$ cat config.mk
export PLATFORM = sky130hd
export DESIGN_NAME = zrac_fifo
export DESIGN_NICKNAME = d
export VERILOG_FILES = /design/src/rtl/zrac_pkg.sv /design/src/rtl/zrac_fifo.sv
export VERILOG_INCLUDE_DIRS = /design/src /design/src/rtl
export SDC_FILE = /design/constraint.sdc
export NUM_CORES = 1
export LEC_CHECK = 0
export BUFFER_PORTS_ARGS = -buffer_cell sky130_fd_sc_hd__buf_2
export CORE_MARGIN = 8
export CORE_UTILIZATION = 51
export CTS_CLUSTER_SIZE = 20
export DETAILED_ROUTE_END_ITERATION = 8
export PLACE_DENSITY_LB_ADDON = 0.2
export SLEW_MARGIN = 20
export SYNTH_ARGS = -nofsm -noshare
export SYNTH_HDL_FRONTEND = slang
export SYNTH_SLANG_ARGS = --single-unit
$ cat constraint.sdc
create_clock -name clk -period 2.3 [get_ports clk]
set_input_delay 0 -clock clk [delete_from_list [all_inputs] [get_ports clk]]
set_output_delay 0 -clock clk [all_outputs]
set_load 0.02 [all_outputs]
$ cat src/rtl/z85_rotating_alphabet_codec_unit_defines.svh
// Assertion macros shared by the codec RTL files.
// Expects signals named clk and rst in the module that uses them.
`ifndef Z85_ROTATING_ALPHABET_CODEC_UNIT_DEFINES_SVH
`define Z85_ROTATING_ALPHABET_CODEC_UNIT_DEFINES_SVH

// Condition holds at every clock edge outside reset.
`define ZRAC_ASSERT_HOLDS(label, cond, msg) \
  label: assert property (@(posedge clk) disable iff (rst) (cond)) else $error(msg);

// Antecedent implies consequent in the same cycle, outside reset.
`define ZRAC_ASSERT_IMPLIES(label, ante, cons, msg) \
  label: assert property (@(posedge clk) disable iff (rst) (ante) |-> (cons)) else $error(msg);

`endif

$ cat src/rtl/zrac_pkg.sv
// Shared types, constants and functions of the rotating-alphabet Z85 codec.
// No dependencies; the codec modules refer to it by scoped names.
package zrac_pkg;

  localparam int RADIX        = 85;
  localparam int DIGIT_W      = 7;
  localparam int GROUP_DIGITS = 5;
  localparam int GROUP_BYTES  = 4;
  localparam int REG_INDEX_W  = 1;
  localparam int CFG_DATA_W   = 7;

  // Reciprocal of 85 scaled by 2^38; exact quotient for every 32-bit value.
  localparam logic [31:0] RECIP_85   = 32'hC0C0C0C1;
  localparam int          RECIP_SHIFT = 38;

  // Group queue; depth is a power of two so the pointers wrap by themselves.
  localparam int QUEUE_DEPTH = 2;
  localparam int QUEUE_PTR_W = $clog2(QUEUE_DEPTH);
  localparam int QUEUE_CNT_W = $clog2(QUEUE_DEPTH + 1);

  localparam logic [8*RADIX-1:0] ALPHABET = {
    "0123456789abcdefghijklmnopqrstuvwxyz",
    "ABCDEFGHIJKLMNOPQRSTUVWXYZ",
    ".-:+=^!/*?&<>()[]{}@%$#"
  };

  typedef logic [DIGIT_W-1:0]     digit_t;
  typedef logic [QUEUE_PTR_W-1:0] qptr_t;
  typedef logic [QUEUE_CNT_W-1:0] qcnt_t;

  localparam qcnt_t QUEUE_FULL = qcnt_t'(QUEUE_DEPTH);

  typedef enum logic {
    MODE_ENCODE = 1'b0,
    MODE_DECODE = 1'b1
  } mode_t;

  typedef enum logic [REG_INDEX_W-1:0] {
    REG_MODE = 1'd0,
    REG_STEP = 1'd1
  } reg_index_t;

  typedef enum logic [1:0] {
    CONV_IDLE,
    CONV_BUSY,
    CONV_FULL
  } conv_state_t;

  typedef struct packed {
    logic [31:0] value;
    logic [2:0]  count;
    digit_t      offset;
    logic        bad;
  } job_t;

  typedef struct packed {
    logic [31:0]                     word;
    digit_t [GROUP_DIGITS-1:0]       digits;
    digit_t                          offset;
    logic                            bad;
    logic                            encode;
  } group_t;

  typedef struct packed {
    logic   found;
    digit_t index;
  } lookup_t;

  function automatic digit_t mod85(input logic [8:0] v);
    logic [8:0] t;
    t = v;
    if (t >= 9'(4 * RADIX)) t = t - 9'(4 * RADIX);
    if (t >= 9'(2 * RADIX)) t = t - 9'(2 * RADIX);
    if (t >= 9'(RADIX))     t = t - 9'(RADIX);
    return t[DIGIT_W-1:0];
  endfunction

  function automatic logic [7:0] alpha_char(input digit_t idx);
    logic [7:0] c;
    c = 8'h00;
    if (int'(idx) < RADIX) c = ALPHABET[8 * (RADIX - 1 - int'(idx)) +: 8];
    return c;
  endfunction

  function automatic lookup_t char_lookup(input logic [7:0] c);
    lookup_t res;
    res = '0;
    for (int j = 0; j < RADIX; j++) begin
      if (ALPHABET[8 * (RADIX - 1 - j) +: 8] == c) begin
        res.found = 1'b1;
        res.index = DIGIT_W'(j);
      end
    end
    return res;
  endfunction

endpackage

$ cat src/rtl/zrac_fifo.sv
// Two-entry queue of group jobs between the front end and the converter.
// Depends on zrac_pkg and the assertion macro header.
`include "z85_rotating_alphabet_codec_unit_defines.svh"

module zrac_fifo (
  input  logic          clk,
  input  logic          rst,
  input  logic          push_valid,
  input  zrac_pkg::job_t push_data,
  output logic          push_ready,
  output logic          pop_valid,
  output zrac_pkg::job_t pop_data,
  input  logic          pop_ready
);

  zrac_pkg::job_t  entries [zrac_pkg::QUEUE_DEPTH];
  zrac_pkg::qptr_t wr_ptr;
  zrac_pkg::qptr_t rd_ptr;
  zrac_pkg::qcnt_t fill;
  logic            push;
  logic            pop;

  assign push_ready = (fill != zrac_pkg::QUEUE_FULL);
  assign pop_valid  = (fill != '0);
  assign pop_data   = entries[rd_ptr];
  assign push       = push_valid & push_ready;
  assign pop        = pop_valid & pop_ready;

  always_ff @(posedge clk) begin
    if (push) begin
      entries[wr_ptr] <= push_data;
    end
  end

  always_ff @(posedge clk) begin
    if (rst) begin
      wr_ptr <= '0;
      rd_ptr <= '0;
      fill   <= '0;
    end else begin
      if (push) wr_ptr <= wr_ptr + zrac_pkg::qptr_t'(1);
      if (pop)  rd_ptr <= rd_ptr + zrac_pkg::qptr_t'(1);
      unique case ({push, pop})
        2'b10:   fill <= fill + zrac_pkg::qcnt_t'(1);
        2'b01:   fill <= fill - zrac_pkg::qcnt_t'(1);
        default: fill <= fill;
      endcase
    end
  end

  `ZRAC_ASSERT_IMPLIES(a_no_overflow, push_valid, push_ready, "group pushed into full queue")

endmodule

==> results.py <==
metrics = {
    "route": {
        "drc": 0,
        "drt_iter0_markers": 46,
        "wl_per_cell_um": 17.4,
        "routed_wl_um": 6720,
        "viasPerCell": 4.95,
        "dr.pass1.iters": 4,
        "ant_nets": 0,
        "vias": 1916,
    },
    "setup_path": {
        "arrival_ns": 1.80,
        "r2r_slack_ns": 0.71,
        "critPathKind": "flop to output pin",
        "max_stage_delay_ns": 0.67,
        "cp_slowest_cell": "dfxtp_2",
        "critical_path.cell_chain": "buf_12 -> mux2_2 -> buf_2",
        "start_kind": "flop",
        "critical_path_required_ns": 2.30,
        "crit_fanout": 23,
        "end_kind": "output pin",
    },
    "timing": {
        "finalHoldViolCount": 0,
        "slew_headroom_pct": 64.8,
        "max_freq_mhz": 556,
        "timing.setup.tns_ns": 0,
        "finalSetupViolations": 0,
        "rsz0062_at_grt": "no",
        "period_share_pct": 78.3,
        "clock_skew_ns": 0.00893,
        "worstMarginPinSlew_ns": 0.528,
        "drv_slew": 0,
        "min_period_ns": 1.80,
    },
    "final_layout": {
        "drive_gt1_share_pct": 50.6,
        "nets": 353,
        "antenna_cells": 0,
        "fillCellCount": 426,
        "syn_to_final_growth_pct": 37.7,
    },
    "floorplanning": {
        "fp.dieH_um": 96.6,
        "start_util_pct": 52.5,
        "io-pin-count": 92,
        "die_w_um": 96.6,
        "num_rows": 29,
        "core-area_mm2": 0.00631,
        "dieArea_mm2": 0.00933,
    },
    "placed_design": {
        "gp_congestion": 0.701,
        "io_buffers": 91,
        "hpwl_um": 4100,
    },
    "yosys": {
        "synth_area_leaders": "edfxtp_1, mux2_2, dfxtp_1",
        "ys_ff_latch": 91,
        "synth_top_area_share_pct": 77.9,
        "muxShareOfSynthArea_pct": 14.6,
        "synth.largest_area_cell": "edfxtp_1",
        "yosys.area_share.simple_pct": 1.43,
        "synth.avg_cell_area_um2": 21.0,
        "yosysSeqAreaShare_pct": 80.9,
        "synth_top_family_by_area": "multiplexers",
        "synthAdderAreaFrac_pct": 0.378,
        "netlist_area_mm2": 0.00331,
        "syn_nets": 206,
        "synth_compound_area_share_pct": 0.982,
        "ys_types": 19,
        "post_synth_inst_count": 158,
        "yosysWarnings": 0,
        "yosys.area_share.xor_xnor_pct": 0.793,
    },
    "clock_network": {
        "cts_made_buffers": 9,
        "clock-sinks": 91,
        "htreeDepth": 3,
        "insertion_delay_ns": 0.34,
        "cts_resized": 0,
        "path_clk_slew_ns": 0.08,
        "clock_path_buffers": 2,
        "cts_setup_buffers": 0,
        "cts_tree": "built",
        "cts_root_buffer": "clkbuf_8",
    },
    "power_and_ir_drop": {
        "peakVddDrop_mv": 0.677,
        "finalPower_mw": 4.81,
        "p_per_area_mw_per_mm2": 1050,
        "p_leak_nw": 1.74,
    },
    "outcome": {
        "status": "completed",
    },
    "global_routing": {
        "grt_pass1_vias": 2159,
        "antenna_found_initial": 0,
        "grt_overflow": 0,
        "track_usage_pct": 14.5,
        "grt_max_degree": 24,
        "grt_pass1_wl_um": 10800,
    },
    "flow_run": {
        "max-cap-violations": 0,
    },
    "hold_path": {
        "hp-class": "input port to flop",
    },
}
[area by class of cell]
cell class | instances | area [um2] | share of cell area, %
Timing Repair Buffer | 141 | 968 | 21.2
Tap cell | 77 | 96.3 | 2.11
Clock buffer | 10 | 128 | 2.80
Multi-Input combinational cell | 61 | 604 | 13.2
Sequential cell | 91 | 2680 | 58.8
Clock inverter | 6 | 80.1 | 1.75
Inverter | 1 | 3.75 | 0.0822
[through the flow]
step | setup slack [ns] | hold WS (ns) | utilization (%) | cells | cell area [um2]
after floorplan | 0.0722 | 0.0691 | - | 158 | 3310
after global placement | 0.798 | 0.188 | 61.9 | 326 | 3910
after detailed placement | 0.717 | 0.192 | 61.9 | 326 | 3910
after CTS | 0.470 | 0.114 | 72.3 | 387 | 4560
after global routing | 0.398 | 0.175 | 72.3 | 387 | 4560
final | 0.500 | 0.106 | 72.3 | 387 | 4560
[cell families after synthesis]
| family | Yosys count |
|---|---|
| simple gates | 9 |
| flops | 91 |
| buf+inv | 6 |
| mux | 43 |
| compound gates | 5 |
| fa+ha+maj | 1 |
| xor+xnor | 3 |
[what timing repair did]
action,CTS,global route
hold buffers,45,0
setup endpoints to repair,0,0
hold endpoints to repair,91,0
[sequential cells by signal (all words and copies together), names as in the netlist, named ones only]
| register | cells |
|---|---|
| fill | 2 |
| wr_ptr | 1 |
| entries | 86 |
| rd_ptr | 1 |
[synthesized netlist by cell type (all sizes together)]
master and number:
dfxtp 5, o21ai 1, a21oi 2, inv 1, or2 1, or3 1
nand2 1, nor2 3, mux2 43, and3 1, o21a 1, buf 5
ha 1, xnor2 2, edfxtp 86, nand3b 1, xor2 1, nand2b 1
a21bo 1
[metal layers]
layer  up-vias  share of wire [%]  track usage [%]
met3         9                6.6             4.98
met2        66                 54             26.7
met4         0                1.4             6.39
met5         -                  0                0
met1       933                 38             14.4
li1        908                  -                -
[cell usage in the layout (no fill, tap or decap)]
master,Yosys,final
nor2_1,3,3
clkbuf_8,0,9
clkbuf_1,0,1
nand2b_1,1,1
a21bo_2,1,1
xnor2_1,2,2
clkinvlp_4,0,1
or3_1,1,1
dfxtp_2,0,1
mux2_2,43,43
bufinv_16,0,2
a21oi_1,2,2
nand2_1,1,1
nand3b_1,1,1
and3_2,0,1
dlygate4sd3_1,0,45
buf_12,0,2
buf_2,5,91
o21a_1,1,1
buf_4,0,3
xor2_1,1,1
clkinv_2,0,1
inv_2,0,1
clkinv_1,0,2
or2_2,1,1
o21ai_0,1,1
ha_1,1,1
edfxtp_1,86,86
dfxtp_1,5,4
[power by group]
group          internal, mW  switching [mW]  leakage (nW)
registers              2.09           0.120         0.846
logic                 0.653           0.831         0.788
clock network         0.604           0.515         0.101
total                  3.35            1.47          1.74
[path summary, 6_finish.rpt]
check	from	endpoint	cells past startpoint
max	flop	pop_data[30]	3
max reg2reg	fill[0]	fill[1]	5
min	pop_ready	rd_ptr	4
min reg2reg	rd_ptr	rd_ptr	2
[critical path: cells and delay by family, from the launching register on]
| kind | cells | cell delay, ns |
|---|---|---|
| DFF | 1 | 0.67 |
| muxes | 1 | 0.37 |
| buffers and inverters | 2 | 0.42 |
Power figures use the tool's default switching activity.
