### config.mk
export PLATFORM = sky130hd
export DESIGN_NAME = zrac_emit_flat
export DESIGN_NICKNAME = d
export VERILOG_FILES = /design/src/rtl/zrac_pkg.sv /design/src/rtl/zrac_ifs.sv /design/src/rtl/zrac_emit.sv /design/src/flat_wrapper.sv
export VERILOG_INCLUDE_DIRS = /design/src /design/src/rtl
export SDC_FILE = /design/constraint.sdc
export NUM_CORES = 1
export LEC_CHECK = 0
export CAP_MARGIN = 20
export CORE_MARGIN = 10
export CORE_UTILIZATION = 59
export DETAILED_ROUTE_END_ITERATION = 10
export DONT_BUFFER_PORTS = 1
export PLACE_DENSITY = 0.81
export SYNTH_ARGS = -nofsm -noshare
export SYNTH_HDL_FRONTEND = slang
export SYNTH_SLANG_ARGS = --single-unit
### constraint.sdc
create_clock -name clk -period 4.23 [get_ports clk]
set_clock_uncertainty 0.2 [all_clocks]
set_input_delay 0.6345 -clock clk [delete_from_list [all_inputs] [get_ports clk]]
set_output_delay 0.6345 -clock clk [all_outputs]
set_load 0.02 [all_outputs]
### src/rtl/z85_rotating_alphabet_codec_unit_defines.svh
// Assertion macros shared by the codec RTL files.
// Expects signals named clk and rst in the module that uses them.
`ifndef Z85_ROTATING_ALPHABET_CODEC_UNIT_DEFINES_SVH
`define Z85_ROTATING_ALPHABET_CODEC_UNIT_DEFINES_SVH

// Condition holds at every clock edge outside reset.
`define ZRAC_ASSERT_HOLDS(label, cond, msg) \
  label: assert property (@(posedge clk) disable iff (rst) (cond)) else $error(msg);

// Antecedent implies consequent in the same cycle, outside reset.
`define ZRAC_ASSERT_IMPLIES(label, ante, cons, msg) \
  label: assert property (@(posedge clk) disable iff (rst) (ante) |-> (cons)) else $error(msg);

`endif

### src/rtl/zrac_pkg.sv
// Shared types, constants and functions of the rotating-alphabet Z85 codec.
// No dependencies; the codec modules refer to it by scoped names.
package zrac_pkg;

  localparam int RADIX        = 85;
  localparam int DIGIT_W      = 7;
  localparam int GROUP_DIGITS = 5;
  localparam int GROUP_BYTES  = 4;
  localparam int REG_INDEX_W  = 1;
  localparam int CFG_DATA_W   = 7;

  // Reciprocal of 85 scaled by 2^38; exact quotient for every 32-bit value.
  localparam logic [31:0] RECIP_85   = 32'hC0C0C0C1;
  localparam int          RECIP_SHIFT = 38;

  // Group queue; depth is a power of two so the pointers wrap by themselves.
  localparam int QUEUE_DEPTH = 2;
  localparam int QUEUE_PTR_W = $clog2(QUEUE_DEPTH);
  localparam int QUEUE_CNT_W = $clog2(QUEUE_DEPTH + 1);

  localparam logic [8*RADIX-1:0] ALPHABET = {
    "0123456789abcdefghijklmnopqrstuvwxyz",
    "ABCDEFGHIJKLMNOPQRSTUVWXYZ",
    ".-:+=^!/*?&<>()[]{}@%$#"
  };

  typedef logic [DIGIT_W-1:0]     digit_t;
  typedef logic [QUEUE_PTR_W-1:0] qptr_t;
  typedef logic [QUEUE_CNT_W-1:0] qcnt_t;

  localparam qcnt_t QUEUE_FULL = qcnt_t'(QUEUE_DEPTH);

  typedef enum logic {
    MODE_ENCODE = 1'b0,
    MODE_DECODE = 1'b1
  } mode_t;

  typedef enum logic [REG_INDEX_W-1:0] {
    REG_MODE = 1'd0,
    REG_STEP = 1'd1
  } reg_index_t;

  typedef enum logic [1:0] {
    CONV_IDLE,
    CONV_BUSY,
    CONV_FULL
  } conv_state_t;

  typedef struct packed {
    logic [31:0] value;
    logic [2:0]  count;
    digit_t      offset;
    logic        bad;
  } job_t;

  typedef struct packed {
    logic [31:0]                     word;
    digit_t [GROUP_DIGITS-1:0]       digits;
    digit_t                          offset;
    logic                            bad;
    logic                            encode;
  } group_t;

  typedef struct packed {
    logic   found;
    digit_t index;
  } lookup_t;

  function automatic digit_t mod85(input logic [8:0] v);
    logic [8:0] t;
    t = v;
    if (t >= 9'(4 * RADIX)) t = t - 9'(4 * RADIX);
    if (t >= 9'(2 * RADIX)) t = t - 9'(2 * RADIX);
    if (t >= 9'(RADIX))     t = t - 9'(RADIX);
    return t[DIGIT_W-1:0];
  endfunction

  function automatic logic [7:0] alpha_char(input digit_t idx);
    logic [7:0] c;
    c = 8'h00;
    if (int'(idx) < RADIX) c = ALPHABET[8 * (RADIX - 1 - int'(idx)) +: 8];
    return c;
  endfunction

  function automatic lookup_t char_lookup(input logic [7:0] c);
    lookup_t res;
    res = '0;
    for (int j = 0; j < RADIX; j++) begin
      if (ALPHABET[8 * (RADIX - 1 - j) +: 8] == c) begin
        res.found = 1'b1;
        res.index = DIGIT_W'(j);
      end
    end
    return res;
  endfunction

endpackage

### src/rtl/zrac_ifs.sv


interface zrac_result_if;
  logic       valid;
  logic       ready;
  logic [7:0] out_byte;
  logic       out_last;
  logic       bad_char;

  modport source (output valid, output out_byte, output out_last, output bad_char,
                  input ready);
  modport sink   (input valid, input out_byte, input out_last, input bad_char,
                  output ready);
endinterface

### src/rtl/zrac_emit.sv
// Emitter: issues one character or byte per cycle from a converted group
// into the output register when it is free. Needs zrac_pkg and zrac_ifs.
`include "z85_rotating_alphabet_codec_unit_defines.svh"

module zrac_emit (
  input  logic              clk,
  input  logic              rst,
  input  zrac_pkg::digit_t  step85,
  input  logic              group_valid,
  input  zrac_pkg::group_t  group,
  output logic              group_ready,
  zrac_result_if.source     result
);

  logic                                       active;
  logic [2:0]                                 index;
  logic [31:0]                                word;
  zrac_pkg::digit_t [zrac_pkg::GROUP_DIGITS-1:0] digits;
  zrac_pkg::digit_t                           offset;
  logic                                       bad;
  logic                                       encode;
  logic                                       out_valid;
  logic [7:0]                                 out_byte;
  logic                                       out_last;
  logic                                       out_bad;

  logic [2:0]        last_idx;
  logic              issue;
  logic              final_issue;
  logic              take;
  zrac_pkg::digit_t  dig;
  logic [7:0]        rot_sum;
  zrac_pkg::digit_t  rot_idx;
  logic [7:0]        byte_next;
  zrac_pkg::digit_t  offset_adv;

  assign last_idx    = encode ? 3'(zrac_pkg::GROUP_DIGITS - 1) : 3'(zrac_pkg::GROUP_BYTES - 1);
  assign issue       = active & (~out_valid | result.ready);
  assign final_issue = issue & (index == last_idx);
  assign group_ready = ~active | final_issue;
  assign take        = group_valid & group_ready;

  assign dig        = digits[zrac_pkg::GROUP_DIGITS-1];
  assign rot_sum    = {1'b0, dig} + 8'(zrac_pkg::RADIX) - {1'b0, offset};
  assign rot_idx    = (dig >= offset) ? (dig - offset) : rot_sum[zrac_pkg::DIGIT_W-1:0];
  assign byte_next  = encode ? zrac_pkg::alpha_char(rot_idx) : word[31:24];
  assign offset_adv = zrac_pkg::mod85(9'(offset) + 9'(step85));

  assign result.valid    = out_valid;
  assign result.out_byte = out_byte;
  assign result.out_last = out_last;
  assign result.bad_char = out_bad;

  always_ff @(posedge clk) begin
    if (rst) begin
      active    <= 1'b0;
      index     <= '0;
      out_valid <= 1'b0;
    end else begin
      if (take) begin
        active <= 1'b1;
        index  <= '0;
      end else if (final_issue) begin
        active <= 1'b0;
      end else if (issue) begin
        index <= index + 3'd1;
      end
      if (issue) begin
        out_valid <= 1'b1;
      end else if (result.ready) begin
        out_valid <= 1'b0;
      end
    end
  end

  always_ff @(posedge clk) begin
    if (issue) begin
      out_byte <= byte_next;
      out_last <= (index == last_idx);
      out_bad  <= bad & ~encode;
    end
    if (take) begin
      word   <= group.word;
      digits <= group.digits;
      offset <= group.offset;
      bad    <= group.bad;
      encode <= group.encode;
    end else if (issue) begin
      word   <= word << 8;
      digits <= {digits[zrac_pkg::GROUP_DIGITS-2:0], zrac_pkg::digit_t'(0)};
      offset <= offset_adv;
    end
  end

  `ZRAC_ASSERT_IMPLIES(a_index_bound, active, index <= last_idx, "emit index past end of group")

endmodule

### src/flat_wrapper.sv
// flat-port wrapper written by rule: the top's interface ports become plain ports
module zrac_emit_flat 
  (clk, rst, step85, group_valid, group, group_ready, result_valid, result_out_byte, result_out_last, result_bad_char, result_ready);
  zrac_result_if result_i ();
  input  logic clk;
  input  logic rst;
  input  zrac_pkg::digit_t step85;
  input  logic group_valid;
  input  zrac_pkg::group_t group;
  output logic group_ready;
  output wire logic [$bits(result_i.valid)-1:0] result_valid;
  output wire logic [$bits(result_i.out_byte)-1:0] result_out_byte;
  output wire logic [$bits(result_i.out_last)-1:0] result_out_last;
  output wire logic [$bits(result_i.bad_char)-1:0] result_bad_char;
  input wire logic [$bits(result_i.ready)-1:0] result_ready;
  assign result_valid = result_i.valid;
  assign result_out_byte = result_i.out_byte;
  assign result_out_last = result_i.out_last;
  assign result_bad_char = result_i.bad_char;
  assign result_i.ready = result_ready;
  zrac_emit u_core (.clk(clk), .rst(rst), .step85(step85), .group_valid(group_valid), .group(group), .group_ready(group_ready), .result(result_i));
endmodule
==> impl_metrics.env, run 1 <==
export IMPL_grt_antenna_before_repair=0
export IMPL_status="complete, no violations"
export IMPL_first_global_vias=5501
export IMPL_grt_util_all_layers_pct=21.1
export IMPL_initial_utilization_pct=60.1
export IMPL_path_common_cell="inv_1"
export IMPL_yosys_area_top_type_share_pct=39.8
export IMPL_multiInputGateArea_um2=3690
export IMPL_dp_hpwl_um=12900
export IMPL_wl_um=17000
export IMPL_ys_types=87
export IMPL_max_cap_viol_count=0
export IMPL_ys_ff_latch=91
export IMPL_end_kind="register"
export IMPL_clock_latency_ps=370
export IMPL_crit_path_max_incr_delay_ps=450
export IMPL_syn_area_um2=6480
export IMPL_synth_adder_area_share_pct=6.95
export IMPL_critical_path_class="reg -> reg"
export IMPL_min_period_over_period_pct=96.7
export IMPL_worst_slew_pin_slew_ps=1000
export IMPL_port_buffers=0
export IMPL_drv_slew=0
export IMPL_worstPathCellList="inv_1, ha_1, inv_1, fa_1, o21ai_2, o21ai_4, xnor2_2, inv_1, ha_2, inv_1, o2111a_1, nand3_1, nand3_2, nor2_4, buf_4, buf_4, o311ai_0, a211o_1, o211ai_1, a22o_1"
export IMPL_min_period_ps=4090
export IMPL_async_flop_share_pct=0
export IMPL_fmax_mhz=245
export IMPL_drt_iter0_drc=603
export IMPL_syn_inst=722
export IMPL_drc=0
export IMPL_yosysTopAreaCell="edfxtp_1"
export IMPL_antennaDiodeCount=0
export IMPL_synthSimpleGateAreaFrac_pct=23.6
export IMPL_hold_viol=0
export IMPL_grt_pass1_wl_um=27500
export IMPL_worst_ep_required_time_ps=4170
export IMPL_dieWidth_um=125
export IMPL_regToRegEndpoint="u_core.result.out_byte[2]"
export IMPL_area_growth_pct=13.7
export IMPL_nets=886
export IMPL_grt_max_degree=75
export IMPL_yosys_most_used_dff="edfxtp_1"
export IMPL_register_area_um2=2680
export IMPL_num_rows=38
export IMPL_synth_yosys_seq_area_share_pct=41.4
export IMPL_min_from="rst"
export IMPL_min_path_cells=1
export IMPL_cts_tree="built"
export IMPL_ctsHoldBuffers=0
export IMPL_max_slew_margin_pct=33.3
export IMPL_muxShareOfSynthArea_pct=1.85
export IMPL_synth_nets=842
export IMPL_synth_edf_count=86
export IMPL_viasPerCell=6.12
export IMPL_cp_slowest_cell="edfxtp_1"
export IMPL_post_drt_wl_per_cell_um=18.7
export IMPL_die_y_um=125
export IMPL_netlist_top_cells_area="edfxtp_1 (40%), nand2_1 (11%), ha_1 (5.4%)"
export IMPL_root_buffer="clkbuf_8"
export IMPL_critPathArrivalTime_ps=4030
export IMPL_nFillCells=875
export IMPL_rr_startpoint="u_core.offset[5]"
export IMPL_cts_clk_slew_worst_paths_ps=110
export IMPL_gp_congestion=0.905
export IMPL_worstRegToRegCells=20
export IMPL_die_area_um2=15600
export IMPL_synth_top_family_by_area="simple AND/OR/NAND/NOR gates"
export IMPL_drive_gt1_share_pct=18.2
export IMPL_core_area_um2=10800
export IMPL_routed_via_count=5575
export IMPL_fin_cells=911
export IMPL_r2r_slack_ps=140
export IMPL_grt_overflow_total=0
export IMPL_clock_sinks=91
export IMPL_synth_area_per_cell_um2=8.98
export IMPL_ant_nets=0
export IMPL_ys_warn_count=0
export IMPL_startpoint_type="register"
export IMPL_setup_violations=0
export IMPL_dp_cells=888
export IMPL_cts_buffer_depth=2
export IMPL_numCtsBuffers=9
export IMPL_whs_endpoint="u_core.active"
export IMPL_drtPass1Iterations=7
export IMPL_synth_compound_area_share_pct=18.4
export IMPL_crit_fanout=5
export IMPL_num_io_pins=99
export IMPL_cts_htree_levels=3
export IMPL_hold_class="in -> reg"
export IMPL_synth_xor_area_share_pct=3.61
## placed cells by master (no fill, tap or decap), types with 4 or more instances in the layout
master / count
a21oi_2: 5
mux2i_1: 5
a311oi_2: 4
o22ai_1: 9
o21a_1: 4
inv_1: 36
edfxtp_1: 86
nand2_1: 186
o211ai_1: 5
a21o_1: 6
o21ai_0: 20
clkbuf_8: 9
a31oi_1: 8
nor2b_1: 8
dfxtp_1: 5
a221o_1: 4
nand2b_1: 6
nor2_1: 47
o21ai_1: 5
nand3_1: 19
fa_1: 4
nor3_1: 14
xor2_1: 4
a21oi_1: 32
a211oi_1: 5
or2_2: 4
ha_1: 24
nand4_1: 5
and3_1: 20
buf_4: 60
xnor2_1: 14
## timing repair
action / CTS / global route
setup buffers: 1 / 6
pin swaps: 0 / 5
endpoints found under the setup margin: 2 / 11
resized for setup: 1 / 17
## worst max-delay path: cells and delay by family (launching register included)
family                     cells  cell delay [ps]
xor gates and xnor gates       1              180
and+or+nand+nor                3              300
adders and majority gates      3              810
AOI/OAI and AO/OA              7             1300
buffers and inverters          6              620
DFF                            1              450
## logic make-up after synthesis
family,after synthesis
and+or+nand+nor,338
AOI/OAI and AO/OA,157
DFF,91
buffers and inverters,68
adders and majority gates,33
xor gates and xnor gates,25
muxes,10
## state kept, by name, indices dropped and copies added, names as in the netlist
| register | count |
|---|---|
| u_core.result.bad_char | 1 |
| u_core.offset | 7 |
| u_core.encode | 1 |
| u_core.active | 1 |
| u_core.bad | 1 |
| u_core.word | 32 |
| u_core.index | 3 |
| u_core.result.out_last | 1 |
| u_core.digits | 28 |
| u_core.result.valid | 1 |
| u_core.dig | 7 |
| u_core.result.out_byte | 8 |
## per-layer routing
layer | vias to the layer above | part of all wire, % | GRT usage, %
met4 | 0 | 1.3 | 6.03
met1 | 2640 | 42 | 26.3
met5 | - | 0 | 0
li1 | 2685 | - | -
met3 | 21 | 8.9 | 6.17
met2 | 229 | 48 | 34.7
## Yosys cell counts (7+ instances only)
| cell type | count |
|---|---|
| inv_1 | 38 |
| nor2_1 | 48 |
| ha_1 | 28 |
| nand3_1 | 21 |
| nand2_1 | 188 |
| a21oi_1 | 35 |
| nor3_1 | 14 |
| clkbuf_1 | 18 |
| o22ai_1 | 9 |
| o21ai_0 | 21 |
| a31oi_1 | 9 |
| xnor2_1 | 18 |
| edfxtp_1 | 86 |
| and3_1 | 20 |
| a211oi_1 | 7 |
| nor2b_1 | 8 |
## final cells by class
cell class / count / area share, %
well taps: 140 / 2.38
flip-flops and latches: 91 / 36.4
clock inverters: 7 / 1.07
clock buffers: 9 / 1.68
multi-input cells: 563 / 50.1
repair buffers: 62 / 6.42
inverters: 39 / 1.99
## how the worst max path moves through the flow
stage / startpoint / endpoint / slack, ps / cells past startpoint
4_1_cts: u_core.dig[3] / u_core.result.out_byte[1] / 30 / 20
5_1_grt: u_core.offset[2] / u_core.result.out_byte[6] / -20 / 14
2_1_floorplan: step85[0] / u_core.offset[4] / -110 / 21
3_5_place_dp: step85[0] / u_core.offset[4] / -110 / 21
6_report: u_core.offset[5] / u_core.result.out_byte[2] / 140 / 20
3_3_place_gp: step85[0] / u_core.offset[4] / 70 / 20
## metrics by stage
step           hold WS (ps)  setup TNS [ps]  util [%]  area (µm²)  setup slack [ps]
2_1_floorplan           251            -109         -        6560              -109
3_3_place_gp            269               0      65.1        7030              73.6
3_5_place_dp            275            -165      65.1        7030              -113
4_1_cts                96.0               0      67.1        7240              30.2
5_1_grt                93.0           -48.3      68.3        7370             -18.5
6_report                116               0      68.3        7370               140
Power of run 1 is left out: the tool's default activity adds up to more than one toggle a clock period on the data nets, which glitch-free logic cannot reach.
==> inputs of run 2 (changes only) <==
--- a/config.mk
+++ b/config.mk
@@ -11,7 +11,7 @@
 export CORE_UTILIZATION = 59
 export DETAILED_ROUTE_END_ITERATION = 10
 export DONT_BUFFER_PORTS = 1
-export PLACE_DENSITY = 0.81
+export PLACE_DENSITY = 0.79
 export SYNTH_ARGS = -nofsm -noshare
 export SYNTH_HDL_FRONTEND = slang
 export SYNTH_SLANG_ARGS = --single-unit
==> run 2 against run 1 <==
Sequential cell count unchanged. Critical path depth is 1 higher. Non-clock buffer count is 2 lower. Via count is 0.56% higher. Final cell count down 0.11%. First-iteration DRC count fell by 9.6%. Core utilization up 0.36 points. Fmax grew 1.5%. Sequential share of layout area is 0.19 points lower. Register-to-register slack better by 60 ps. Global-route usage is 0.56 points higher.
==> impl_metrics.env, run 2 (synthesis gave the netlist of run 1 again) <==
export IMPL_crit_path_max_incr_delay_ps=430
export IMPL_grt_pass1_wl_um=28000
export IMPL_drtPass1Iterations=5
export IMPL_nFillCells=807
export IMPL_worst_slew_pin_slew_ps=1000
export IMPL_clock_sinks=91
export IMPL_critPathBufInv=3
export IMPL_drv_slew=0
export IMPL_grt_overflow_total=0
export IMPL_cts_clk_slew_worst_paths_ps=90
export IMPL_final_common_cell="nand2_1"
export IMPL_regMostFlops="u_core.word"
export IMPL_cts_tree="built"
export IMPL_area_growth_pct=14.3
export IMPL_status="complete, no violations"
export IMPL_crit_fanout=5
export IMPL_largest_register_ffs=32
export IMPL_cp_top_family="compound AO/OA/AOI/OAI gates"
export IMPL_final_cell_mix="nand2_1 (186), edfxtp_1 (86), buf_4 (54)"
export IMPL_drt_iter0_drc=545
export IMPL_gp_congestion=0.941
export IMPL_startpoint_type="register"
export IMPL_dieWidth_um=125
export IMPL_wl_um=17400
export IMPL_nets=885
export IMPL_design_area_um2=7410
export IMPL_hold_viol=0
export IMPL_die_y_um=125
export IMPL_num_io_pins=99
export IMPL_die_area_um2=15600
export IMPL_port_buffers=0
export IMPL_critPathArrivalTime_ps=3940
export IMPL_dp_hpwl_um=12900
export IMPL_cp_slowest_cell="edfxtp_1"
export IMPL_worst_ep_required_time_ps=4140
export IMPL_post_drt_wl_per_cell_um=19.1
export IMPL_critical_path_class="reg -> reg"
export IMPL_clock_latency_ps=390
export IMPL_numCtsBuffers=9
export IMPL_first_global_vias=5690
export IMPL_fmax_mhz=248
export IMPL_max_cap_viol_count=0
export IMPL_initial_utilization_pct=60.1
export IMPL_viasPerCell=6.16
export IMPL_end_kind="register"
export IMPL_drive_gt1_share_pct=18.3
export IMPL_place_area_um2=7030
export IMPL_min_period_ps=4030
export IMPL_cts_htree_levels=3
export IMPL_root_buffer="clkbuf_8"
export IMPL_grt_util_all_layers_pct=21.6
export IMPL_min_period_over_period_pct=95.3
export IMPL_drc=0
export IMPL_cts_buffer_depth=2
export IMPL_worstPathCellList="ha_4, fa_2, xor2_2, inv_2, ha_4, inv_2, a21oi_2, o32ai_4, a21oi_2, nor2_2, xnor2_2, inv_1, ha_2, nand2_1, nor2_1, o21a_1, a311oi_2, a21o_4, nor2_1, xnor2_1, a21oi_1"
export IMPL_grt_antenna_before_repair=0
export IMPL_reg_largest_list="u_core.word (32), u_core.digits (28), u_core.result.out_byte (8)"
export IMPL_max_slew_margin_pct=33.3
export IMPL_setup_violations=0
export IMPL_ctsHoldBuffers=0
export IMPL_antennaDiodeCount=0
export IMPL_num_rows=38
export IMPL_core_area_um2=10800
export IMPL_ant_nets=0
export IMPL_multiInputGateArea_um2=3710
export IMPL_grt_max_degree=75
export IMPL_hold_class="in -> reg"
export IMPL_register_area_um2=2680
export IMPL_routed_via_count=5606
[run 2: cell count changes in the layout (fill, tap and decap cells not counted), moves of 2 or more]
cell | before | now
xnor2_2 | 3 | 5
clkinv_8 | 2 | 0
buf_12 | 0 | 3
fa_2 | 1 | 3
fa_1 | 4 | 2
buf_4 | 60 | 54
[run 2: layout make-up]
type	count	share of cell area, %
Clock inverter	5	0.810
Multi-Input combinational cell	564	50.0
Clock buffer	11	1.91
Timing Repair Buffer	60	6.74
Sequential cell	91	36.2
Tap cell	140	2.36
Inverter	39	1.98
[run 2: final timing paths]
check                   startpoint                   to  slack (ps)  cells past startpoint
setup / recovery  u_core.offset[0]     u_core.offset[2]         200                     21
hold / removal                 rst        u_core.active         110                      1
setup reg to reg  u_core.offset[0]     u_core.offset[2]         200                     21
hold reg to reg      u_core.active  u_core.result.valid         310                      2
[run 2: layer usage]
layer | track usage, % | up-vias | share of wire (%)
met5 | 0 | - | 0
met4 | 9.55 | 0 | 2.7
met3 | 6.13 | 35 | 7.4
met2 | 35.7 | 191 | 48
met1 | 25.7 | 2689 | 42
li1 | - | 2691 | -
[run 2: worst register-to-register path: stages (launching register included)]
cell and delay, ps:
edfxtp_1 430, ha_4 190, fa_2 380, xor2_2 200, inv_2 90, ha_4 160
inv_2 60, a21oi_2 40, o32ai_4 240, a21oi_2 100, nor2_2 160, xnor2_2 150
inv_1 90, ha_2 180, nand2_1 50, nor2_1 40, o21a_1 140, a311oi_2 330
a21o_4 200, nor2_1 50, xnor2_1 180, a21oi_1 90
[run 2: repair_timing]
action / CTS / global route
setup endpoints to repair: 3 / 12
pin swaps: 1 / 12
cloned: 0 / 1
buffers inserted: 0 / 8
resized for setup: 1 / 20
[run 2: through the flow]
step | setup slack [ps] | hold slack [ps] | std cells | setup TNS, ps | util (%)
floorplan | -109 | 251 | 722 | -109 | -
global placement | 50.1 | 264 | 885 | 0 | 65.1
detailed placement | -35.5 | 291 | 885 | -83.4 | 65.1
CTS | 4.15 | 95.0 | 901 | 0 | 67.1
global route | -10.4 | 94.0 | 910 | -12.0 | 68.7
finish | 199 | 109 | 910 | 0 | 68.7
Power of run 2 is left out for the same reason.
